==> config.mk <==
export PLATFORM = sky130hd
export DESIGN_NAME = relative_change_max_check_unit_flat
export DESIGN_NICKNAME = d
export VERILOG_FILES = /design/src/hdl/rcmc_pkg.sv /design/src/hdl/rcmc_if.sv /design/src/hdl/relative_change_max_check_unit.sv /design/src/hdl/rcmc_ctrl.sv /design/src/hdl/rcmc_dp.sv /design/src/flat_wrapper.sv
export SDC_FILE = /design/constraint.sdc
export NUM_CORES = 1
export LEC_CHECK = 0
export BUFFER_PORTS_ARGS = -buffer_cell sky130_fd_sc_hd__buf_2
export CAP_MARGIN = 10
export CORE_AREA = 2 2 272 220
export CTS_CLUSTER_SIZE = 28
export DETAILED_ROUTE_END_ITERATION = 7
export DIE_AREA = 0 0 274 222
export PLACE_DENSITY = 0.62
export SYNTH_ARGS = -nofsm -noshare
export SYNTH_HDL_FRONTEND = slang
export SYNTH_SLANG_ARGS = --single-unit
==> constraint.sdc <==
create_clock -name clk_i -period 10.7 [get_ports clk_i]
set_input_delay 1.07 -clock clk_i [delete_from_list [all_inputs] [get_ports clk_i]]
set_output_delay 1.07 -clock clk_i [all_outputs]
set_load 0.01 [all_outputs]
==> src/hdl/rcmc_pkg.sv <==
// Package for the relative change max check block.
// Holds the controller states, controller-to-datapath commands and register map constants.
// No dependencies.
package rcmc_pkg;

  localparam int unsigned TOL_WIDTH = 31;
  localparam int unsigned APB_ADDR_WIDTH = 3;
  localparam int unsigned APB_DATA_WIDTH = 32;

  // register index taken from paddr[2]
  localparam logic REG_TOLERANCE = 1'b0;
  localparam logic [TOL_WIDTH-1:0] TOL_RESET = 31'd1;

  typedef enum logic [2:0] {
    ST_IDLE,
    ST_MAG,
    ST_PREP,
    ST_DIV,
    ST_DONE
  } state_e;

  typedef struct packed {
    logic load;
    logic mag;
    logic prep;
    logic step;
    logic finish;
  } cmd_t;

endpackage

==> src/hdl/rcmc_if.sv <==
// Valid/ready channel interfaces for the relative change max check block.
// Input item channel and result item channel; no dependencies.
interface rcmc_in_if #(
  parameter int unsigned VALUE_WIDTH = 32
) ();
  logic                          valid;
  logic                          ready;
  logic signed [VALUE_WIDTH-1:0] new_flux;
  logic signed [VALUE_WIDTH-1:0] old_flux;
  logic                          group_active;
  logic                          last_cell;

  modport source (output valid, new_flux, old_flux, group_active, last_cell, input ready);
  modport sink (input valid, new_flux, old_flux, group_active, last_cell, output ready);
endinterface

interface rcmc_out_if #(
  parameter int unsigned VALUE_WIDTH = 32
) ();
  logic                          valid;
  logic                          ready;
  logic        [VALUE_WIDTH-1:0] cell_change;
  logic                          skipped;
  logic                          near_zero_old;
  logic signed [VALUE_WIDTH-1:0] adjusted_old;
  logic        [VALUE_WIDTH-1:0] running_max;
  logic                          max_valid;
  logic                          final_res;

  modport source (output valid, cell_change, skipped, near_zero_old, adjusted_old,
                  running_max, max_valid, final_res, input ready);
  modport sink (input valid, cell_change, skipped, near_zero_old, adjusted_old,
                running_max, max_valid, final_res, output ready);
endinterface

==> src/hdl/relative_change_max_check_unit.sv <==
// Accepted items pass through magnitude, divider setup, divide steps and done states.
// A new item is taken only after the last result is written; one quotient bit per cycle.
// The result register frees the input side while a result waits to be taken.
// Reset (rst_ni low, async): controller idle, result invalid, running maximum cleared,
// tolerance back to 1.
// Top level: APB tolerance register, controller and datapath; uses rcmc_pkg and rcmc_if.
module relative_change_max_check_unit #(
  parameter int unsigned VALUE_WIDTH = 32,
  parameter int unsigned FRAC_BITS   = 16
) (
  input  logic                                    clk_i,
  input  logic                                    rst_ni,
  rcmc_in_if.sink                                 in_i,
  rcmc_out_if.source                              out_o,
  input  logic                                    psel,
  input  logic                                    penable,
  input  logic                                    pwrite,
  input  logic [rcmc_pkg::APB_ADDR_WIDTH-1:0]     paddr,
  input  logic [rcmc_pkg::APB_DATA_WIDTH-1:0]     pwdata,
  output logic [rcmc_pkg::APB_DATA_WIDTH-1:0]     prdata,
  output logic                                    pready
);

  logic [rcmc_pkg::TOL_WIDTH-1:0] tol_q;
  logic                           reg_hit;
  rcmc_pkg::cmd_t                 cmd;

  assign reg_hit = paddr[2] == rcmc_pkg::REG_TOLERANCE;
  assign pready  = 1'b1;
  assign prdata  = reg_hit ? rcmc_pkg::APB_DATA_WIDTH'(tol_q) : '0;

  always_ff @(posedge clk_i or negedge rst_ni) begin
    if (!rst_ni) begin
      tol_q <= rcmc_pkg::TOL_RESET;
    end else if (psel && penable && pwrite && reg_hit) begin
      tol_q <= pwdata[rcmc_pkg::TOL_WIDTH-1:0];
    end
  end

  rcmc_ctrl #(
    .VALUE_WIDTH(VALUE_WIDTH)
  ) u_ctrl (
    .clk_i      (clk_i),
    .rst_ni     (rst_ni),
    .in_valid_i (in_i.valid),
    .in_ready_o (in_i.ready),
    .out_valid_o(out_o.valid),
    .out_ready_i(out_o.ready),
    .cmd_o      (cmd)
  );

  rcmc_dp #(
    .VALUE_WIDTH(VALUE_WIDTH),
    .FRAC_BITS  (FRAC_BITS)
  ) u_dp (
    .clk_i          (clk_i),
    .rst_ni         (rst_ni),
    .cmd_i          (cmd),
    .tolerance_i    (tol_q),
    .new_flux_i     (in_i.new_flux),
    .old_flux_i     (in_i.old_flux),
    .group_active_i (in_i.group_active),
    .last_cell_i    (in_i.last_cell),
    .cell_change_o  (out_o.cell_change),
    .skipped_o      (out_o.skipped),
    .near_zero_old_o(out_o.near_zero_old),
    .adjusted_old_o (out_o.adjusted_old),
    .running_max_o  (out_o.running_max),
    .max_valid_o    (out_o.max_valid),
    .final_res_o    (out_o.final_res)
  );

endmodule

==> src/hdl/rcmc_ctrl.sv <==
// Controller for the relative change max check block.
// Sequences load, magnitude, divider setup, divide steps and result write; uses rcmc_pkg.
module rcmc_ctrl #(
  parameter int unsigned VALUE_WIDTH = 32
) (
  input  logic          clk_i,
  input  logic          rst_ni,
  input  logic          in_valid_i,
  output logic          in_ready_o,
  output logic          out_valid_o,
  input  logic          out_ready_i,
  output rcmc_pkg::cmd_t cmd_o
);

  localparam int unsigned CNT_WIDTH = (VALUE_WIDTH > 1) ? $clog2(VALUE_WIDTH) : 1;
  localparam logic [CNT_WIDTH-1:0] CNT_LAST = CNT_WIDTH'(VALUE_WIDTH - 1);

  rcmc_pkg::state_e state_q, state_d;
  logic [CNT_WIDTH-1:0] cnt_q, cnt_d;
  logic out_valid_q, out_valid_d;

  always_ff @(posedge clk_i or negedge rst_ni) begin
    if (!rst_ni) begin
      state_q     <= rcmc_pkg::ST_IDLE;
      cnt_q       <= '0;
      out_valid_q <= 1'b0;
    end else begin
      state_q     <= state_d;
      cnt_q       <= cnt_d;
      out_valid_q <= out_valid_d;
    end
  end

  always_comb begin
    state_d     = state_q;
    cnt_d       = cnt_q;
    out_valid_d = out_valid_q && !out_ready_i;
    in_ready_o  = 1'b0;
    cmd_o       = '0;
    case (state_q)
      rcmc_pkg::ST_IDLE: begin
        in_ready_o = 1'b1;
        if (in_valid_i) begin
          cmd_o.load = 1'b1;
          state_d    = rcmc_pkg::ST_MAG;
        end
      end
      rcmc_pkg::ST_MAG: begin
        cmd_o.mag = 1'b1;
        state_d   = rcmc_pkg::ST_PREP;
      end
      rcmc_pkg::ST_PREP: begin
        cmd_o.prep = 1'b1;
        cnt_d      = '0;
        state_d    = rcmc_pkg::ST_DIV;
      end
      rcmc_pkg::ST_DIV: begin
        cmd_o.step = 1'b1;
        cnt_d      = cnt_q + 1'b1;
        if (cnt_q == CNT_LAST) begin
          state_d = rcmc_pkg::ST_DONE;
        end
      end
      rcmc_pkg::ST_DONE: begin
        if (!out_valid_q || out_ready_i) begin
          cmd_o.finish = 1'b1;
          out_valid_d  = 1'b1;
          state_d      = rcmc_pkg::ST_IDLE;
        end
      end
      default: begin
        state_d = rcmc_pkg::ST_IDLE;
      end
    endcase
  end

  assign out_valid_o = out_valid_q;

endmodule

==> src/hdl/rcmc_dp.sv <==
// Datapath for the relative change max check block.
// Operand registers, restoring divider, running maximum and result register; uses rcmc_pkg.
module rcmc_dp #(
  parameter int unsigned VALUE_WIDTH = 32,
  parameter int unsigned FRAC_BITS   = 16
) (
  input  logic                                clk_i,
  input  logic                                rst_ni,
  input  rcmc_pkg::cmd_t                      cmd_i,
  input  logic [rcmc_pkg::TOL_WIDTH-1:0]      tolerance_i,
  input  logic signed [VALUE_WIDTH-1:0]       new_flux_i,
  input  logic signed [VALUE_WIDTH-1:0]       old_flux_i,
  input  logic                                group_active_i,
  input  logic                                last_cell_i,
  output logic        [VALUE_WIDTH-1:0]       cell_change_o,
  output logic                                skipped_o,
  output logic                                near_zero_old_o,
  output logic signed [VALUE_WIDTH-1:0]       adjusted_old_o,
  output logic        [VALUE_WIDTH-1:0]       running_max_o,
  output logic                                max_valid_o,
  output logic                                final_res_o
);

  localparam int unsigned VW = VALUE_WIDTH;
  localparam int unsigned FB = FRAC_BITS;
  localparam int unsigned DW = VW + 1 + FB;
  localparam int unsigned XW = (DW > 2 * VW) ? DW : 2 * VW;
  localparam int unsigned TW = (VW > rcmc_pkg::TOL_WIDTH) ? VW : rcmc_pkg::TOL_WIDTH;
  localparam logic [VW-1:0] ONE_FIX = (FB < VW) ? (VW'(1) << FB) : '0;

  logic signed [VW-1:0] new_q, old_q;
  logic                 active_q, last_q;
  logic [VW:0]          num_q;
  logic [VW-1:0]        den_q, nmag_q;
  logic                 near_q, sat_q;
  logic [VW-1:0]        rem_q, lo_q, quo_q;
  logic [VW-1:0]        max_q;
  logic                 seen_q;

  logic signed [VW:0]   diff;
  logic [VW:0]          num_c;
  logic [VW-1:0]        omag_c, nmag_c;
  logic                 near_c;
  logic [DW-1:0]        dvd_c;
  logic [VW:0]          rem_sh;
  logic                 ge;
  logic [VW-1:0]        change_c, max_new;
  logic                 seen_new;

  always_comb begin
    diff    = {new_q[VW-1], new_q} - {old_q[VW-1], old_q};
    num_c   = diff[VW] ? (~diff + 1'b1) : diff;
    omag_c  = old_q[VW-1] ? (~old_q + 1'b1) : old_q;
    nmag_c  = new_q[VW-1] ? (~new_q + 1'b1) : new_q;
    near_c  = active_q && (TW'(omag_c) < TW'(tolerance_i));
    dvd_c   = {num_q, {FB{1'b0}}};
    rem_sh  = {rem_q, lo_q[VW-1]};
    ge      = rem_sh >= {1'b0, den_q};
    if (!active_q) begin
      change_c = '0;
    end else if (near_q) begin
      change_c = nmag_q;
    end else if (sat_q) begin
      change_c = '1;
    end else begin
      change_c = quo_q;
    end
    max_new  = (active_q && (!seen_q || change_c > max_q)) ? change_c : max_q;
    seen_new = seen_q || active_q;
  end

  always_ff @(posedge clk_i) begin
    if (cmd_i.load) begin
      new_q    <= new_flux_i;
      old_q    <= old_flux_i;
      active_q <= group_active_i;
      last_q   <= last_cell_i;
    end
    if (cmd_i.mag) begin
      num_q  <= num_c;
      den_q  <= omag_c;
      nmag_q <= nmag_c;
      near_q <= near_c;
    end
    if (cmd_i.prep) begin
      // quotient fits in VW bits unless the dividend reaches den << VW
      sat_q <= XW'(dvd_c) >= XW'({den_q, {VW{1'b0}}});
      rem_q <= VW'(dvd_c >> VW);
      lo_q  <= dvd_c[VW-1:0];
      quo_q <= '0;
    end
    if (cmd_i.step) begin
      rem_q <= ge ? VW'(rem_sh - {1'b0, den_q}) : rem_sh[VW-1:0];
      lo_q  <= lo_q << 1;
      quo_q <= {quo_q[VW-2:0], ge};
    end
    if (cmd_i.finish) begin
      cell_change_o   <= change_c;
      skipped_o       <= !active_q;
      near_zero_old_o <= near_q;
      adjusted_old_o  <= near_q ? $signed(ONE_FIX) : old_q;
      running_max_o   <= max_new;
      max_valid_o     <= seen_new;
      final_res_o     <= last_q;
    end
  end

  always_ff @(posedge clk_i or negedge rst_ni) begin
    if (!rst_ni) begin
      max_q  <= '0;
      seen_q <= 1'b0;
    end else if (cmd_i.finish) begin
      max_q  <= last_q ? '0 : max_new;
      seen_q <= last_q ? 1'b0 : seen_new;
    end
  end

endmodule
==> src/flat_wrapper.sv <==
// flat-port wrapper written by rule: the top's interface ports become plain ports
module relative_change_max_check_unit_flat 
#(
  parameter int unsigned VALUE_WIDTH = 32,
  parameter int unsigned FRAC_BITS   = 16
)
  (clk_i, rst_ni, psel, penable, pwrite, paddr, pwdata, prdata, pready, in_i_valid, in_i_new_flux, in_i_old_flux, in_i_group_active, in_i_last_cell, in_i_ready, out_o_valid, out_o_cell_change, out_o_skipped, out_o_near_zero_old, out_o_adjusted_old, out_o_running_max, out_o_max_valid, out_o_final_res, out_o_ready);
  rcmc_in_if #(.VALUE_WIDTH(VALUE_WIDTH)) in_i_i ();
  rcmc_out_if #(.VALUE_WIDTH(VALUE_WIDTH)) out_o_i ();
  input  logic clk_i;
  input  logic rst_ni;
  input  logic psel;
  input  logic penable;
  input  logic pwrite;
  input  logic [rcmc_pkg::APB_ADDR_WIDTH-1:0] paddr;
  input  logic [rcmc_pkg::APB_DATA_WIDTH-1:0] pwdata;
  output logic [rcmc_pkg::APB_DATA_WIDTH-1:0] prdata;
  output logic pready;
  input wire logic [$bits(in_i_i.valid)-1:0] in_i_valid;
  input wire logic [$bits(in_i_i.new_flux)-1:0] in_i_new_flux;
  input wire logic [$bits(in_i_i.old_flux)-1:0] in_i_old_flux;
  input wire logic [$bits(in_i_i.group_active)-1:0] in_i_group_active;
  input wire logic [$bits(in_i_i.last_cell)-1:0] in_i_last_cell;
  output wire logic [$bits(in_i_i.ready)-1:0] in_i_ready;
  output wire logic [$bits(out_o_i.valid)-1:0] out_o_valid;
  output wire logic [$bits(out_o_i.cell_change)-1:0] out_o_cell_change;
  output wire logic [$bits(out_o_i.skipped)-1:0] out_o_skipped;
  output wire logic [$bits(out_o_i.near_zero_old)-1:0] out_o_near_zero_old;
  output wire logic [$bits(out_o_i.adjusted_old)-1:0] out_o_adjusted_old;
  output wire logic [$bits(out_o_i.running_max)-1:0] out_o_running_max;
  output wire logic [$bits(out_o_i.max_valid)-1:0] out_o_max_valid;
  output wire logic [$bits(out_o_i.final_res)-1:0] out_o_final_res;
  input wire logic [$bits(out_o_i.ready)-1:0] out_o_ready;
  assign in_i_i.valid = in_i_valid;
  assign in_i_i.new_flux = in_i_new_flux;
  assign in_i_i.old_flux = in_i_old_flux;
  assign in_i_i.group_active = in_i_group_active;
  assign in_i_i.last_cell = in_i_last_cell;
  assign in_i_ready = in_i_i.ready;
  assign out_o_valid = out_o_i.valid;
  assign out_o_cell_change = out_o_i.cell_change;
  assign out_o_skipped = out_o_i.skipped;
  assign out_o_near_zero_old = out_o_i.near_zero_old;
  assign out_o_adjusted_old = out_o_i.adjusted_old;
  assign out_o_running_max = out_o_i.running_max;
  assign out_o_max_valid = out_o_i.max_valid;
  assign out_o_final_res = out_o_i.final_res;
  assign out_o_i.ready = out_o_ready;
  relative_change_max_check_unit #(.VALUE_WIDTH(VALUE_WIDTH), .FRAC_BITS(FRAC_BITS)) u_core (.clk_i(clk_i), .rst_ni(rst_ni), .in_i(in_i_i), .out_o(out_o_i), .psel(psel), .penable(penable), .pwrite(pwrite), .paddr(paddr), .pwdata(pwdata), .prdata(prdata), .pready(pready));
endmodule
-- After elaboration in Yosys (flattened, before gate mapping)
Index checks and enable logic that the tools add are counted.
- equality and inequality tests: 8
- magnitude comparators: 4
- multiplexer cells: 32
- $add $sub $neg: 6
- bitwise logic cells: 4
- reduce and logical (&&, ||, !) cells: 17
- operators by type and width (kind ; count):
    2-to-1 mux 32 bit ; 14
    adder 32 x 1 -> 32 bit (second input constant) ; 2
    greater-or-equal comparator 49 x 64 -> 1 bit ; 1
    inverter 32 bit ; 2
    2-to-1 mux 31 bit ; 2
    adder 33 x 1 -> 33 bit (second input constant) ; 1
    greater-or-equal comparator 33 x 32 -> 1 bit ; 1
    inverter 33 bit ; 1
    subtractor 32 x 32 -> 33 bit ; 1
    greater-than comparator 32 bit ; 1
    < comparator 32 x 31 -> 1 bit ; 1
    subtractor 32 bit ; 1
    case mux 3 bit (5 select lines) ; 1
    2-to-1 mux 1 bit ; 11
    case mux 5 bit (2 select lines) ; 1
    2-to-1 mux 3 bit ; 3
    == test 3 x 2 -> 1 bit (second input constant) ; 2
    logical AND 1 bit ; 6
    inequality test 2 bit (second input constant) ; 3
    adder 5 x 1 -> 5 bit (second input constant) ; 1
    == test 5 bit (second input constant) ; 1
    logical NOT 1 bit ; 4
    nonzero test 2 bit ; 2
    == test 3 x 1 -> 1 bit (second input constant) ; 1
    other kinds (5) ; 7
- flip-flop bits (word level): 418
- bits of input ports: 108
- word-level logic and storage cells: 99
- output and inout bits: 135

-- Depth between registers and ports, before layout
- depth in word-level cells: 8
- gate-level depth with buffers: 18
- gate-level depth less buffers: 18

-- Modules after synthesis
From an unflattened synthesis, not the netlist that was laid out.
- cells, all modules: 2027
- area, all modules: 22789.4 um^2
- by module, submodules not included (module ; seq. area each (um^2) ; area each (um^2) ; instances ; cells an instance):
    rcmc_dp ; 11185.7 ; 20796.2 ; 1 ; 1873
    relative_change_max_check_unit ; 777.0 ; 1524.0 ; 1 ; 104
    rcmc_ctrl ; 225.2 ; 469.2 ; 1 ; 50

-- Least setup slack after synthesis
Ideal clock, no wire load.
- path type: reg-to-reg
- from: register u_core.u_ctrl.state_q[0]
- to: register u_core.u_dp.den_q[0], enable pin
- cell stages (with the launch flop): 4
- required time: 10.145 ns
- library setup time: 0.555 ns
- buffers on the path: 1
- clock period less this slack: 5.358 ns
- arrival time: 4.803 ns
- path slack: 5.342 ns
- cell sequence: dfrtp_1 -> clkbuf_1 -> nand2b_1 -> nor2_1
- word-level cells in the longest chain between the ends: 2
- RTL lines (item ; RTL line ; RTL):
    start, declared ; rcmc_ctrl.sv:18 ; rcmc_pkg::state_e state_q, state_d;
    start signal, assigned ; rcmc_ctrl.sv:24 ; state_q <= rcmc_pkg::ST_IDLE;
    start signal, assigned ; rcmc_ctrl.sv:28 ; state_q <= state_d;
    == test 3 x 1 -> 1 bit ; rcmc_ctrl.sv:40 ; case (state_q)
    2-to-1 mux 1 bit ; rcmc_ctrl.sv:40 ;
    end signal, assigned ; rcmc_dp.sv:81 ; den_q <= omag_c;
    end, declared ; rcmc_dp.sv:34 ; logic [VW-1:0] den_q, nmag_q;
Every way passes these cells.
A chain may end at the register's enable or synchronous reset.

-- Worst setup path after layout
- from: register u_core.u_dp.near_q
- to: register u_core.u_dp.max_q[14]
- word-level cells in the longest chain between the ends: 7
- RTL lines (item ; RTL line ; RTL):
    start, declared ; rcmc_dp.sv:35 ; logic near_q, sat_q;
    start signal, assigned ; rcmc_dp.sv:83 ; near_q <= near_c;
    2-to-1 mux 32 bit ; rcmc_dp.sv:61 ; end else if (near_q) begin
    2-to-1 mux 32 bit ; rcmc_dp.sv:59 ; if (!active_q) begin
    named net u_core.u_dp.change_c[21] ; rcmc_dp.sv:47 ; logic [VW-1:0] change_c, max_new;
    greater-than comparator 32 bit ; rcmc_dp.sv:68 ; max_new = (active_q && (!seen_q || change_c > max_q)) ? change_c : max_q;
    logical OR 1 bit ; rcmc_dp.sv:68 ;
    logical AND 1 bit ; rcmc_dp.sv:68 ;
    2-to-1 mux 32 bit ; rcmc_dp.sv:68 ;
    2-to-1 mux 32 bit ; rcmc_dp.sv:113 ; max_q <= last_q ? '0 : max_new;
    end signal, assigned ; rcmc_dp.sv:113 ;
    end, declared ; rcmc_dp.sv:37 ; logic [VW-1:0] max_q;
The timed path passes the listed nets, and every way through them passes these cells.

==> metrics <==
status complete, no violations; FF+latch count, synth 418; min Tclk post-route 5.32 ns; smallest hold slack 0.483 ns; DR iter-0 viols 1676; HPWL reported at the end of detailed placement 46800 µm; WP data arrival 5.81 ns; CTS hold repair buffers 0; RD Place Congestion 0.917; Detailed Routing Iterations Pass 1 5; f_max 188 MHz; syn_nets 2368; IO Pins 243; CP endpoint kind flip-flop; initial antenna violation count 5; standard-cell rows 79; FF-to-FF Start u_core.u_dp.near_q$_DFFE_PP_; H-tree Lvls 2; Die Span Y 222 µm; die area 60800 µm²; max_cap viols 0; Hold Crit Class flip-flop to flip-flop; RR Endpoint u_core.u_dp.max_q[14]$_DFFE_PN0P_; Yosys warning count 0; Initial Util 39.8%; P&R area growth vs syn 15.1%; Clock transition at path regs 0.06 ns; Yosys cell types 76; area share of the largest cell type after synthesis 44.9%; Tcrit/Tclk final 49.7%; PD cells 199 nW/µm²; fillers 5371; Final Hold Fails 0; switching share of power 30.9%; Async SR Flop Fraction 17.5%; CTS resizes 0; critical setup path kind flip-flop to flip-flop; P_leak 11.0 nW; WL final 63700 µm; Area contributors post-synth edfxtp_1, ha_1, dfrtp_1; Slew Viols, Final 0; final setup vio count 0; actual slew at the worst max-slew pin 1.23 ns; clk buf depth 3; Logic pwr share 27.5%; Synth area leader edfxtp_1; Via Count 17300; Die Wd 274 µm; TritonCTS clock tree yes; layout cells sized above 1 16.1%; Syn Inst Count 2110; Setup crit end u_core.u_dp.max_q[14]$_DFFE_PN0P_; number of global-route vias before repair 17000; Crit Path Max Fanout 82; Internal 3.64 mW; dominant synthesized flop cell edfxtp_1; CORE AREA 57900 µm²; setup TNS 0 ns; Clock power frac 30.4%; Seq/Total Area, Yosys 52.9%; Layout Nets 2588; vias per cell 5.53; Slew headroom 18.3%; Critical Path RT 11.19 ns; synth cell count leaders edfxtp_1, inv_1, nand2_1, ha_1, nor2_1; type of origin of the critical path flip-flop; Flop pwr share 42.0%; root buf cell clkbuf_16; Total GRT Usage 20.4%; RSZ-0062 raised after global routing false; global-route wire length before repair 96000 µm; R2R cell count 14; Fin Clk Skew 0.0190 ns; clk_lat worst skew 0.58 ns; setup slack, reg-to-reg 5.38 ns; WL/cell 20.3 µm; Detail Route Antenna Nets 0; Worst VDD drop 127 µV; average instance area after synthesis 10.9 µm²; Post-Syn Area 23100 µm²; port bufs 237; Setup crit start u_core.u_dp.near_q$_DFFE_PP_; sw power 1.63 mW; Overflow after GRT 0; number of synthesized flops with an enable pin 345; post-CTS setup buffer count 0; cell with the most instances after synthesis edfxtp_1; Remaining DRCs 0; clock tree sinks 418; Num CTS Buffers 46; largest net degree at the start of global routing 83
## worst min-delay path by stage
stage | from | slack [ns] | depth (start not counted) | to
floorplan | u_core.u_ctrl.cnt_q[4]$_DFFE_PN0N_ | 0.45 | 2 | u_core.u_ctrl.cnt_q[4]$_DFFE_PN0N_
global placement | u_core.u_ctrl.cnt_q[4]$_DFFE_PN0N_ | 0.46 | 2 | u_core.u_ctrl.cnt_q[4]$_DFFE_PN0N_
detailed placement | u_core.u_ctrl.cnt_q[4]$_DFFE_PN0N_ | 0.47 | 2 | u_core.u_ctrl.cnt_q[4]$_DFFE_PN0N_
CTS | u_core.u_ctrl.cnt_q[4]$_DFFE_PN0N_ | 0.48 | 2 | u_core.u_ctrl.cnt_q[4]$_DFFE_PN0N_
global route | u_core.u_dp.max_q[7]$_DFFE_PN0P_ | 0.51 | 1 | u_core.u_dp.max_q[7]$_DFFE_PN0P_
finish | u_core.u_ctrl.cnt_q[4]$_DFFE_PN0N_ | 0.48 | 2 | u_core.u_ctrl.cnt_q[4]$_DFFE_PN0N_
## power by group through the flow
stage	combinational [mW]	sequential, mW	clock (mW)
5_1_grt	1.64	2.24	1.70
4_1_cts	1.45	2.21	1.64
3_5_place_dp	1.44	2.24	0
6_report	1.45	2.22	1.60
2_1_floorplan	1.10	2.21	0
3_3_place_gp	1.40	2.24	0
## critical path: stages (launching register included)
cell	delay, ns
edfxtp_1	0.68
buf_4	0.47
o311ai_0	0.85
inv_1	0.18
ha_1	0.35
a21o_1	0.18
a21o_1	0.17
a21oi_1	0.26
o21ai_0	0.20
a21oi_1	0.19
a32oi_1	0.09
o21ai_1	0.15
buf_4	0.33
a21o_1	0.88
o2bb2ai_1	0.21
## cell type report
| class | count | area, µm² | share of cell area (%) |
|---|---|---|---|
| diodes | 2 | 5.00 | 0.0188 |
| flip-flops and latches | 418 | 12200 | 45.9 |
| clock buffers | 63 | 1290 | 4.85 |
| well taps | 769 | 962 | 3.62 |
| repair buffers | 254 | 1320 | 4.96 |
| inverters | 197 | 743 | 2.80 |
| clock inverters | 22 | 224 | 0.843 |
| multi-input cells | 1413 | 9830 | 37.0 |
## cell families after synthesis
kind of cell               Yosys count  share of synthesized area (%)
muxes                               64                           2.96
and+or+nand+nor                    593                           12.6
other                                2                         0.0326
adders and majority gates          150                           8.20
buffers and inverters              279                           4.58
xor gates and xnor gates           136                           5.17
DFF                                418                           52.9
AOI/OAI and AO/OA                  468                           13.6
## routing by layer
metal | vias up | routed length, µm | global-route usage, %
li1 | 8135 | - | -
met1 | 8397 | 29300 | 29.8
met2 | 718 | 27400 | 30.1
met3 | 89 | 5630 | 4.76
met4 | 2 | 1430 | 6.00
met5 | - | 8 | 0
## cell usage in the layout (no fill, tap or decap), types with 12 or more instances in the layout
cell       instances
o21ai_0          104
nand2_1          182
mux2i_1           30
clkbuf_1          12
and3_1            44
o31ai_1           21
clkbuf_16         48
nand3_1           29
dfrtp_1           72
nor2b_1           21
nor3_1            38
a21oi_1           96
or4_1             13
xnor2_1           98
edfxtp_1         345
o2bb2ai_1         28
nand4_1           26
nor2_1           134
buf_4             18
mux2_2            34
nor4_1            27
o22ai_1           20
xor2_1            38
a31oi_1           12
o311ai_0          30
nand2b_1          37
buf_2            236
ha_1             148
a21o_1            58
inv_1            195
## registers in the layout, summed over array words and instances, names as in the netlist, 3 cells and up
register	flops
u_core.u_dp.new_q	32
u_core.u_dp.lo_q	16
u_core.u_dp.num_q	33
u_core.u_dp.max_q	32
u_core.u_dp.cell_change_o	32
u_core.u_dp.running_max_o	32
u_core.u_ctrl.cnt_q	5
u_core.tol_q	31
u_core.u_dp.den_q	32
u_core.u_dp.quo_q	32
u_core.u_dp.old_q	32
u_core.u_dp.nmag_q	32
u_core.u_ctrl.state_q	3
u_core.u_dp.adjusted_old_o	32
u_core.u_dp.rem_q	32
## metrics by stage
stage	utilization (%)	setup slack [ns]	cell area (µm²)	cells	total power, mW
2_1_floorplan	-	5.34	23100	2110	3.31
3_3_place_gp	43.2	5.59	25000	3051	3.63
3_5_place_dp	43.2	5.47	25000	3051	3.68
4_1_cts	45.8	5.40	26500	3136	5.30
5_1_grt	45.8	4.92	26600	3138	5.58
6_report	45.8	5.38	26600	3138	5.27
Note: power is estimated with default switching activity, not from simulation.
